--- src/rtl/nhrt_pkg.sv ---
package nhrt_pkg;

    localparam int DEST_W      = 8;
    localparam int HOP_W       = 8;
    localparam int SLOTS_DEF   = 16;
    localparam int WAYS_DEF    = 4;
    localparam int QUEUE_DEPTH = 2;

    typedef enum logic {
        OP_SET    = 1'b0,
        OP_LOOKUP = 1'b1
    } t_op;

    typedef enum logic [1:0] {
        ST_UPDATED  = 2'd0,
        ST_INSERTED = 2'd1,
        ST_FOUND    = 2'd2,
        ST_MISS     = 2'd3
    } t_status;

    // command word as queued between front and back
    typedef struct packed {
        t_op               op;
        logic [DEST_W-1:0] dest;
        logic [HOP_W-1:0]  hop;
    } t_cmd;

    // one way of a slot row
    typedef struct packed {
        logic              valid;
        logic [DEST_W-1:0] dest;
        logic [HOP_W-1:0]  hop;
    } t_way;

endpackage

--- src/rtl/nhrt_front.sv ---
module nhrt_front #(
    parameter int SLOTS = nhrt_pkg::SLOTS_DEF
) (
    input  logic                       i_start,
    input  logic                       i_opcode,
    input  logic [nhrt_pkg::DEST_W-1:0] i_dest_node,
    input  logic [nhrt_pkg::HOP_W-1:0]  i_next_hop_in,
    input  logic                       i_q_full,
    input  logic                       i_clearing,
    output logic                       o_busy,
    output logic                       o_push,
    output nhrt_pkg::t_cmd             o_push_cmd,
    output logic [(SLOTS > 1 ? $clog2(SLOTS) : 1)-1:0] o_push_slot
);

    localparam int SW       = (SLOTS > 1) ? $clog2(SLOTS) : 1;
    localparam int KEY_VALS = 1 << nhrt_pkg::DEST_W;

    // dest modulo SLOTS, as a constant table
    logic [SW-1:0] slot_lut [KEY_VALS];

    for (genvar g = 0; g < KEY_VALS; g++) begin : g_lut
        assign slot_lut[g] = SW'(g % SLOTS);
    end

    assign o_busy           = i_q_full | i_clearing;
    assign o_push           = i_start & ~o_busy;
    assign o_push_cmd.op    = nhrt_pkg::t_op'(i_opcode);
    assign o_push_cmd.dest  = i_dest_node;
    assign o_push_cmd.hop   = i_next_hop_in;
    assign o_push_slot      = slot_lut[i_dest_node];

endmodule

--- src/rtl/nhrt_fifo.sv ---
module nhrt_fifo #(
    parameter int W     = 8,
    parameter int DEPTH = nhrt_pkg::QUEUE_DEPTH
) (
    input  logic         i_clk,
    input  logic         i_rst_n,
    input  logic         i_push,
    input  logic [W-1:0] i_data,
    input  logic         i_pop,
    output logic [W-1:0] o_data,
    output logic         o_empty,
    output logic         o_full
);

    localparam int AW = (DEPTH > 1) ? $clog2(DEPTH) : 1;
    localparam int CW = $clog2(DEPTH + 1);

    logic [W-1:0]  r_mem [DEPTH];
    logic [AW-1:0] r_wp;
    logic [AW-1:0] r_rp;
    logic [CW-1:0] r_cnt;

    assign o_data  = r_mem[r_rp];
    assign o_empty = (r_cnt == '0);
    assign o_full  = (r_cnt == CW'(DEPTH));

    always_ff @(posedge i_clk) begin
        if (i_push) begin
            r_mem[r_wp] <= i_data;
        end
    end

    always_ff @(posedge i_clk) begin
        if (!i_rst_n) begin
            r_wp  <= '0;
            r_rp  <= '0;
            r_cnt <= '0;
        end else begin
            if (i_push) begin
                r_wp <= (r_wp == AW'(DEPTH - 1)) ? '0 : r_wp + 1'b1;
            end
            if (i_pop) begin
                r_rp <= (r_rp == AW'(DEPTH - 1)) ? '0 : r_rp + 1'b1;
            end
            case ({i_push, i_pop})
                2'b10:   r_cnt <= r_cnt + 1'b1;
                2'b01:   r_cnt <= r_cnt - 1'b1;
                default: r_cnt <= r_cnt;
            endcase
        end
    end

endmodule

--- src/rtl/nhrt_back.sv ---
module nhrt_back #(
    parameter int SLOTS = nhrt_pkg::SLOTS_DEF,
    parameter int WAYS  = nhrt_pkg::WAYS_DEF
) (
    input  logic                       i_clk,
    input  logic                       i_rst_n,
    input  logic                       i_empty,
    input  nhrt_pkg::t_cmd             i_cmd,
    input  logic [(SLOTS > 1 ? $clog2(SLOTS) : 1)-1:0] i_slot,
    output logic                       o_pop,
    output logic                       o_clearing,
    output logic                       o_valid,
    output logic [1:0]                 o_status,
    output logic                       o_hit,
    output logic [nhrt_pkg::HOP_W-1:0] o_next_hop_out
);

    localparam int SW = (SLOTS > 1) ? $clog2(SLOTS) : 1;
    localparam int WW = (WAYS > 1) ? $clog2(WAYS) : 1;

    typedef enum logic [1:0] {
        S_CLEAR,
        S_IDLE,
        S_EVAL
    } t_state;

    // one row per slot, all ways side by side
    nhrt_pkg::t_way [WAYS-1:0] mem [SLOTS];

    t_state                    r_state;
    logic [SW-1:0]             r_clr_cnt;
    logic [SW-1:0]             r_slot;
    nhrt_pkg::t_cmd            r_cmd;
    nhrt_pkg::t_way [WAYS-1:0] r_row;
    logic                      r_valid;
    nhrt_pkg::t_status         r_status;
    logic                      r_hit;
    logic [nhrt_pkg::HOP_W-1:0] r_hop;

    logic                      m_found;
    logic [WW-1:0]             m_idx;
    logic                      f_found;
    logic [WW-1:0]             f_idx;
    nhrt_pkg::t_way [WAYS-1:0] new_row;
    logic                      wr_en;
    nhrt_pkg::t_status         res_status;
    logic                      res_hit;
    logic [nhrt_pkg::HOP_W-1:0] res_hop;

    assign o_pop          = (r_state == S_IDLE) && !i_empty;
    assign o_clearing     = (r_state == S_CLEAR);
    assign o_valid        = r_valid;
    assign o_status       = r_status;
    assign o_hit          = r_hit;
    assign o_next_hop_out = r_hop;

    // lowest matching way and lowest free way of the row
    always_comb begin
        m_found    = 1'b0;
        m_idx      = '0;
        f_found    = 1'b0;
        f_idx      = '0;
        for (int w = WAYS - 1; w >= 0; w--) begin
            if (r_row[w].valid && (r_row[w].dest == r_cmd.dest)) begin
                m_found = 1'b1;
                m_idx   = WW'(w);
            end
            if (!r_row[w].valid) begin
                f_found = 1'b1;
                f_idx   = WW'(w);
            end
        end

        new_row    = r_row;
        wr_en      = 1'b0;
        res_status = nhrt_pkg::ST_MISS;
        res_hit    = 1'b0;
        res_hop    = '0;
        if (r_cmd.op == nhrt_pkg::OP_SET) begin
            if (m_found) begin
                new_row[m_idx].hop = r_cmd.hop;
                wr_en              = 1'b1;
                res_status         = nhrt_pkg::ST_UPDATED;
                res_hit            = 1'b1;
            end else if (f_found) begin
                new_row[f_idx].valid = 1'b1;
                new_row[f_idx].dest  = r_cmd.dest;
                new_row[f_idx].hop   = r_cmd.hop;
                wr_en                = 1'b1;
                res_status           = nhrt_pkg::ST_INSERTED;
            end
        end else if (m_found) begin
            res_status = nhrt_pkg::ST_FOUND;
            res_hit    = 1'b1;
            res_hop    = r_row[m_idx].hop;
        end
    end

    always_ff @(posedge i_clk) begin
        if (r_state == S_CLEAR) begin
            mem[r_clr_cnt] <= '0;
        end else if ((r_state == S_EVAL) && wr_en) begin
            mem[r_slot] <= new_row;
        end
        if (o_pop) begin
            r_row <= mem[i_slot];
        end
    end

    always_ff @(posedge i_clk) begin
        if (!i_rst_n) begin
            r_state   <= S_CLEAR;
            r_clr_cnt <= '0;
            r_valid   <= 1'b0;
        end else begin
            r_valid <= 1'b0;
            unique case (r_state)
                S_CLEAR: begin
                    if (r_clr_cnt == SW'(SLOTS - 1)) begin
                        r_state <= S_IDLE;
                    end else begin
                        r_clr_cnt <= r_clr_cnt + 1'b1;
                    end
                end
                S_IDLE: begin
                    if (!i_empty) begin
                        r_cmd   <= i_cmd;
                        r_slot  <= i_slot;
                        r_state <= S_EVAL;
                    end
                end
                S_EVAL: begin
                    r_valid  <= 1'b1;
                    r_status <= res_status;
                    r_hit    <= res_hit;
                    r_hop    <= res_hop;
                    r_state  <= S_IDLE;
                end
                default: r_state <= S_IDLE;
            endcase
        end
    end

endmodule

--- src/rtl/next_hop_routing_table.sv ---
// Next-hop routing table: maps an 8-bit destination node to an 8-bit next hop.
// The slot is dest_node modulo SLOTS; each slot holds WAYS ways. A set word
// (opcode 0) overwrites the next hop of a matching way, else fills the lowest
// free way, else is dropped with status 3 (table full). A lookup word
// (opcode 1) returns status 2 and the next hop on a hit, status 3 and zero
// otherwise. A word is taken at a clock edge where start is high and busy is
// low. Exactly one result word follows each input word, shown for one cycle
// with o_valid high; the receiver cannot stall, so it must take it then.
// The back end takes one word at a time: it reads the word's slot row from the
// table memory, then compares and writes it back, and pops no new word before
// that. With the queue empty and the back end idle, an accepted word passes
// through the queue, the row read and the evaluation before o_valid rises. A
// 2-word queue sits between the front and back end; busy rises when it is full.
// After reset a clearing pass over all SLOTS rows zeroes the valid marks, and
// busy stays high throughout.
module next_hop_routing_table #(
    parameter int SLOTS = nhrt_pkg::SLOTS_DEF,
    parameter int WAYS  = nhrt_pkg::WAYS_DEF
) (
    input  logic                        i_clk,
    input  logic                        i_rst_n,
    input  logic                        start,
    output logic                        busy,
    input  logic                        i_opcode,
    input  logic [nhrt_pkg::DEST_W-1:0] i_dest_node,
    input  logic [nhrt_pkg::HOP_W-1:0]  i_next_hop_in,
    output logic                        o_valid,
    output logic [1:0]                  o_status,
    output logic                        o_hit,
    output logic [nhrt_pkg::HOP_W-1:0]  o_next_hop_out
);

    localparam int SW    = (SLOTS > 1) ? $clog2(SLOTS) : 1;
    localparam int QW    = SW + $bits(nhrt_pkg::t_cmd);

    // front end to queue
    logic            push;
    nhrt_pkg::t_cmd  push_cmd;
    logic [SW-1:0]   push_slot;
    // queue to back end
    logic            q_full;
    logic            q_empty;
    logic            q_pop;
    logic [QW-1:0]   q_data;
    nhrt_pkg::t_cmd  q_cmd;
    logic [SW-1:0]   q_slot;
    logic            clearing;

    assign q_cmd  = nhrt_pkg::t_cmd'(q_data[QW-SW-1:0]);
    assign q_slot = q_data[QW-1:QW-SW];

    // accept and classify: handshake plus slot index
    nhrt_front #(
        .SLOTS (SLOTS)
    ) u_front (
        .i_start       (start),
        .i_opcode      (i_opcode),
        .i_dest_node   (i_dest_node),
        .i_next_hop_in (i_next_hop_in),
        .i_q_full      (q_full),
        .i_clearing    (clearing),
        .o_busy        (busy),
        .o_push        (push),
        .o_push_cmd    (push_cmd),
        .o_push_slot   (push_slot)
    );

    // decoupling queue
    nhrt_fifo #(
        .W     (QW),
        .DEPTH (nhrt_pkg::QUEUE_DEPTH)
    ) u_fifo (
        .i_clk   (i_clk),
        .i_rst_n (i_rst_n),
        .i_push  (push),
        .i_data  ({push_slot, push_cmd}),
        .i_pop   (q_pop),
        .o_data  (q_data),
        .o_empty (q_empty),
        .o_full  (q_full)
    );

    // table engine: read row, resolve, write back, report
    nhrt_back #(
        .SLOTS (SLOTS),
        .WAYS  (WAYS)
    ) u_back (
        .i_clk          (i_clk),
        .i_rst_n        (i_rst_n),
        .i_empty        (q_empty),
        .i_cmd          (q_cmd),
        .i_slot         (q_slot),
        .o_pop          (q_pop),
        .o_clearing     (clearing),
        .o_valid        (o_valid),
        .o_status       (o_status),
        .o_hit          (o_hit),
        .o_next_hop_out (o_next_hop_out)
    );

endmodule

--- config.mk ---
export PLATFORM = sky130hd
export DESIGN_NAME = next_hop_routing_table
export DESIGN_NICKNAME = d
export VERILOG_FILES = /design/src/rtl/nhrt_pkg.sv /design/src/rtl/nhrt_front.sv /design/src/rtl/nhrt_fifo.sv /design/src/rtl/nhrt_back.sv /design/src/rtl/next_hop_routing_table.sv
export SDC_FILE = /design/constraint.sdc
export NUM_CORES = 2
export LEC_CHECK = 0
export BUFFER_PORTS_ARGS = -buffer_cell sky130_fd_sc_hd__buf_2
export CORE_ASPECT_RATIO = 0.8
export CORE_MARGIN = 3
export CORE_UTILIZATION = 64
export CTS_BUF_LIST = sky130_fd_sc_hd__clkbuf_8
export DETAILED_ROUTE_END_ITERATION = 10
export GPL_TIMING_DRIVEN = 1
export PLACE_DENSITY_LB_ADDON = 0.2
export RECOVER_POWER = 50
export SLEW_MARGIN = 20
export SYNTH_ARGS = -nofsm -noshare
export SYNTH_HDL_FRONTEND = slang
export SYNTH_SLANG_ARGS = --single-unit
--- constraint.sdc ---
create_clock -name i_clk -period 11.1 [get_ports i_clk]
set_clock_uncertainty 0.2 [all_clocks]
set_input_delay 0 -clock i_clk [delete_from_list [all_inputs] [get_ports i_clk]]
set_output_delay 0 -clock i_clk [all_outputs]
set_load 0.02 [all_outputs]
# Word level (Yosys, flattened, before mapping)
# Memories as Yosys holds them, arrays and structs flattened. A register that Yosys moved wholly into a read port is not among the register bits.
# Cells that the tools add are included.
# word_totals
ramBits,1130
mem_bits_ro,1024
output_inout_bits,13
in_bits,20
mem_count,3
wordCells,124
register_bits,43
# op_classes
eq_ne,12
reduce_logical,18
add_sub_neg,5
n_bitwise,6
n_mux,62
n_lt_le_gt_ge,5
# memory_table
name,depth,word_bits,rd,rd_ports_with_merged_regs,wr,line,source
u_back.mem,16,68,1,1,1,nhrt_back.sv:28,nhrt_pkg::t_way [WAYS-1:0] mem [SLOTS];
(name not given),256,4,1,0,0,nhrt_front.sv:31,assign o_push_slot = slot_lut[i_dest_node];
u_fifo.r_mem,2,21,1,1,1,nhrt_fifo.sv:18,logic [W-1:0] r_mem [DEPTH];
# ops
op,count
68-bit bitwise mux,4
68-bit 2-to-1 mux,4
17-bit demux with 2-bit select,4
68-bit OR reduction,1
17-bit binary-select mux with 2-bit select,1
8-bit equality test,4
1-bit 2-to-1 mux,26
2-bit 2-to-1 mux,13
8-bit 2-to-1 mux,3
17-bit 2-to-1 mux,1
16-bit 2-to-1 mux,1
4-bit 2-to-1 mux,3
"9-bit >= comparator, second input constant",1
8-bit NOT with 9-bit output,1
1-bit logical AND,8
2-bit one-hot mux with 2 select lines,2
2-bit AND reduction,4
"2-bit equality test, second input constant",3
"2-bit by 3-bit less-than comparator with 1-bit output, second input constant",2
"4-bit by 1-bit adder with 4-bit output, second input constant",1
"2-bit by 1-bit equality test with 1-bit output, second input constant",2
"4-bit equality test, second input constant",1
"2-bit by 1-bit >= comparator with 1-bit output, second input constant",2
2-bit logical NOT,2
11 further kinds,14

# Depth between registers and ports, before layout
# logic_depth
ltp_word,15
depth_mapped,10
mapped_depth_nobuf,7

# By module
# From an unflattened synthesis, not the netlist that was laid out.
# unflattened
hier_cells,2116
hier_area_um2,48072.4
# by_module_without_submodules
module,area_per_inst_um2,cells_each,seq_area_each_um2,instances
nhrt_back,46176.8,2006,35814.3,1
nhrt_fifo,1724.2,87,1361.3,1
nhrt_front,171.4,23,0.0,1

# Worst setup path before layout
# OpenSTA, ideal clock, no wires.
# synth_path
path_type,register to register
startpoint,register u_back.r_cmd[8] (netlist name)
endpoint,"memory u_back.mem[1][0] (netlist name), enable pin"
setup_slack_ns,3.446
n_path_buf,1
synth_period_minus_slack_ns,7.654
t_arrival_ns,6.855
path_stages_with_launch,9
required_time_ns,10.301
setup_time_ns,0.599
cell_sequence,edfxtp_1 -> buf_4 -> xnor2_1 -> nand4_1 -> nor3_4 -> nor4_4 -> inv_2 -> o211ai_1 -> o32ai_1
# synth_via
elab_chain_cells,14
elab_cells_between_ends,21
cone_classes,4 x eq/ne; 11 x mux; 6 x reduce/logical
# synth_rtl
item,line,source
start: declaration,nhrt_back.sv:33,nhrt_pkg::t_cmd r_cmd;
start signal: assignment,nhrt_back.sv:127,r_cmd <= i_cmd;
8-bit equality test,nhrt_back.sv:64,if (r_row[w].valid && (r_row[w].dest == r_cmd.dest)) begin
1-bit logical AND,nhrt_back.sv:64,
1-bit 2-to-1 mux (3 in series),nhrt_back.sv:64,
1-bit 2-to-1 mux *,nhrt_back.sv:64,
1-bit 2-to-1 mux *,nhrt_back.sv:80,if (m_found) begin
1-bit 2-to-1 mux *,nhrt_back.sv:79,if (r_cmd.op == nhrt_pkg::OP_SET) begin
1-bit logical AND *,nhrt_back.sv:102,end else if ((r_state == S_EVAL) && wr_en) begin
1-bit 2-to-1 mux *,nhrt_back.sv:102,
1-bit 2-to-1 mux *,nhrt_back.sv:100,if (r_state == S_CLEAR) begin
1-bit 2-to-1 mux (implied by the code) *,nhrt_back.sv:103,mem[r_slot] <= new_row;
68-bit OR reduction (no source line),n/a,
4-bit 2-to-1 mux (no source line) / 1-bit 2-to-1 mux (equally long branches),n/a,
end: declaration,nhrt_back.sv:28,
# Every way passes the cells marked *; elsewhere a longest branch is shown, timed or not.

==> flow_metrics.env <==
export IMPL_antenna_found_initial=2
export IMPL_cpMaxStageDelayCell="clkbuf_2"
export IMPL_die_h_microns=254.5
export IMPL_synth_top_cell_area_share_pct=74.03
export IMPL_port_buffers=32
export IMPL_fin_util_pct=71.11
export IMPL_final_nets=3899
export IMPL_cts_resized=0
export IMPL_yosysMostFrequentCell="edfxtp_1"
export IMPL_synth_edff_count=1218
export IMPL_critPathKind="flop to flop"
export IMPL_avgSynthCellArea_sq_um=12.88
export IMPL_crit_chain="clkbuf_1, mux2i_1, buf_12, clkbuf_2, buf_12, nand2_1, and3_1, a311oi_1, a311oi_1, a31oi_1"
export IMPL_grt_pass1_vias=31320
export IMPL_yosysSeqAreaShare_pct=74.51
export IMPL_clk_pin_slew_ps=70
export IMPL_fin_tns_setup_ps=0
export IMPL_dpl_cell_area_sq_mm=0.05060
export IMPL_slew_violations=917
export IMPL_drtIter0Drc=4666
export IMPL_start_util_pct=65.10
export IMPL_synth_net_count=3859
export IMPL_max_freq_mhz=123.6
export IMPL_cp_start_kind="flop"
export IMPL_cts_tree="built"
export IMPL_die_w_microns=316.6
export IMPL_synth_area_leader_cell="edfxtp_1"
export IMPL_core_area_sq_mm=0.07590
export IMPL_synthToLayoutAreaGrowth_pct=9.231
export IMPL_synthesis_area_sq_mm=0.04941
export IMPL_die_area_sq_mm=0.08059
export IMPL_max_cap_violations=25
export IMPL_dp_hpwl_microns=66080
export IMPL_relSlewSlack_pct=-207.6
export IMPL_antenna_left=0
export IMPL_fin_crit_sh_pct=72.87
export IMPL_cts_made_buffers=177
export IMPL_synth_flop_cell="edfxtp_1"
export IMPL_p_leak_uw=0.01921
export IMPL_ys_types=53
export IMPL_layout_min_cycle_time_ps=8089
export IMPL_ys_ff_latch=1230
export IMPL_route_detailed_drc=0
export IMPL_rows=90
export IMPL_drtPass1Iterations=8
export IMPL_routed_wl_microns=127900
export IMPL_drive_gt1_share_pct=7.567
export IMPL_grt_overflow=0
export IMPL_power_density_mw_per_mm2=158.1
export IMPL_synth_cells=3837
export IMPL_synth_area_top_cells="edfxtp_1 74%, nand2_1 8.4%, nand3_1 6.1%, a311oi_1 2.4%, clkbuf_1 1.6%"
export IMPL_rsz0062_at_grt="no"
export IMPL_ir_drop_uv=134.4
export IMPL_tightestPinTransition_ps=4615
export IMPL_slowest_delay_ps=2930
export IMPL_crit_arrival_ps=8450
export IMPL_io_pins=33
export IMPL_viasPerCell=6.539
export IMPL_clock_sinks=1230
export IMPL_insertion_delay_ps=840
export IMPL_setup_violations=0
export IMPL_failed_checks="capacitance limit, slew limit"
export IMPL_dp_slack_ps=5288
export IMPL_cts_max_level=4
export IMPL_grt_max_degree=202
export IMPL_root_buffer="clkbuf_8"
export IMPL_crit_fanout=187
export IMPL_grt_total_usage_pct=31.74
export IMPL_total_power_uw=8531
export IMPL_async_flop_share_pct=0
export IMPL_final_cell_area_sq_mm=0.05397
export IMPL_vias=32810
export IMPL_clockBufferDepth=3
export IMPL_hold_violations=0
export IMPL_synthTopCellsByCount="1218 x edfxtp_1, 1106 x nand2_1, 605 x nand3_1"
export IMPL_hp_start="start"
export IMPL_cp_required_ps=11460
export IMPL_setup_ws_ps=3011
export IMPL_gp_congestion=0.9030
export IMPL_end_kind="flop"
export IMPL_drt_wirelength_per_cell_microns=25.50
export IMPL_post_cts_setup_buffers=0
export IMPL_outcome="complete, but fails checks"
export IMPL_hold_path_class="primary input to flop"
export IMPL_yosysWarnings=0
export IMPL_grt_pass1_wl_microns=189900
==> worst max-delay path, delay by kind of cell, from the launching register on <==
kind / cells / cell delay, ps
buf+inv: 4 / 5120
compound gates: 3 / 820
mux: 1 / 720
flops: 1 / 310
simple gates: 2 / 300
==> state kept, by name (all words and copies together), names as in the netlist, named ones only <==
register	count
u_back.mem	1088
u_back.r_row	68
u_fifo.r_mem	34
u_back.r_cmd	17
u_back.o_next_hop_out	8
u_back.r_clr_cnt	4
u_back.o_status	2
u_back.r_state	2
u_fifo.r_cnt	2
u_back.o_hit	1
u_back.o_valid	1
u_fifo.r_rp	1
u_fifo.r_wp	1
==> stage by stage <==
stage | cells | hold WS [ps]
finish | 5018 | 136.9
global route | 5017 | 129.7
CTS | 5015 | 81.98
detailed placement | 4672 | -0.7058
global placement | 4672 | -8.550
floorplan | 3837 | -101.1
==> area by class of cell <==
type	instances	area, sq um
Tap cell	1012	1266
Timing Repair Buffer	129	944.7
Inverter	20	92.59
Fill cell	4957	21930
Clock inverter	127	659.4
Sequential cell	1230	36820
Multi-Input combinational cell	2319	11720
Clock buffer	179	2464
Antenna cell	2	5.005
==> timing repair <==
item                                    4_1_cts  5_1_grt
endpoints found under the setup margin        0        0
endpoints found under the hold margin        91        0
hold buffers                                 37        0
==> cells in the final DEF (no fill, tap or decap), types with 37 or more instances in the layout <==
cell           instances
edfxtp_1            1218
nand2_1             1106
nand3_1              605
clkbuf_8             179
a311oi_1             137
inv_1                 86
and3_1                71
a31oi_1               70
o21ai_0               54
a21oi_1               51
nor2_1                48
clkbuf_1              38
dlygate4sd3_1         37
==> cell families after synthesis <==
| family | share of synthesized area (%) |
|---|---|
| DFF | 74.51 |
| buffers and inverters | 2.327 |
| muxes | 0.6888 |
| AOI/OAI and AO/OA | 5.237 |
| adders and majority gates | 0.05064 |
| and+or+nand+nor | 16.53 |
| xor gates and xnor gates | 0.6559 |
==> routing by layer <==
layer | track usage, % | vias up | part of all wire (%)
met2 | 47.68 | 2157 | 46
li1 | - | 14220 | -
met1 | 46.12 | 16100 | 39
met3 | 6.857 | 330 | 12
met4 | 12.83 | 0 | 3.7
met5 | 0 | - | 0
==> where the power goes <==
group | switching, uW | total (uW) | internal [uW]
clock | 1670 | 3250 | 1570
sequential | 20.1 | 5150 | 5130
combinational | 105 | 135 | 30.3
==> path summary, 6_finish.rpt <==
kind	endpoint	slack, ps	cells past startpoint
max	u_back.r_row[29]	3010	10
min	u_fifo.r_wp	140	5
max reg2reg	u_back.r_row[29]	3010	10
min reg2reg	u_fifo.r_rp	330	2
Note: power is estimated with default switching activity, not from simulation.
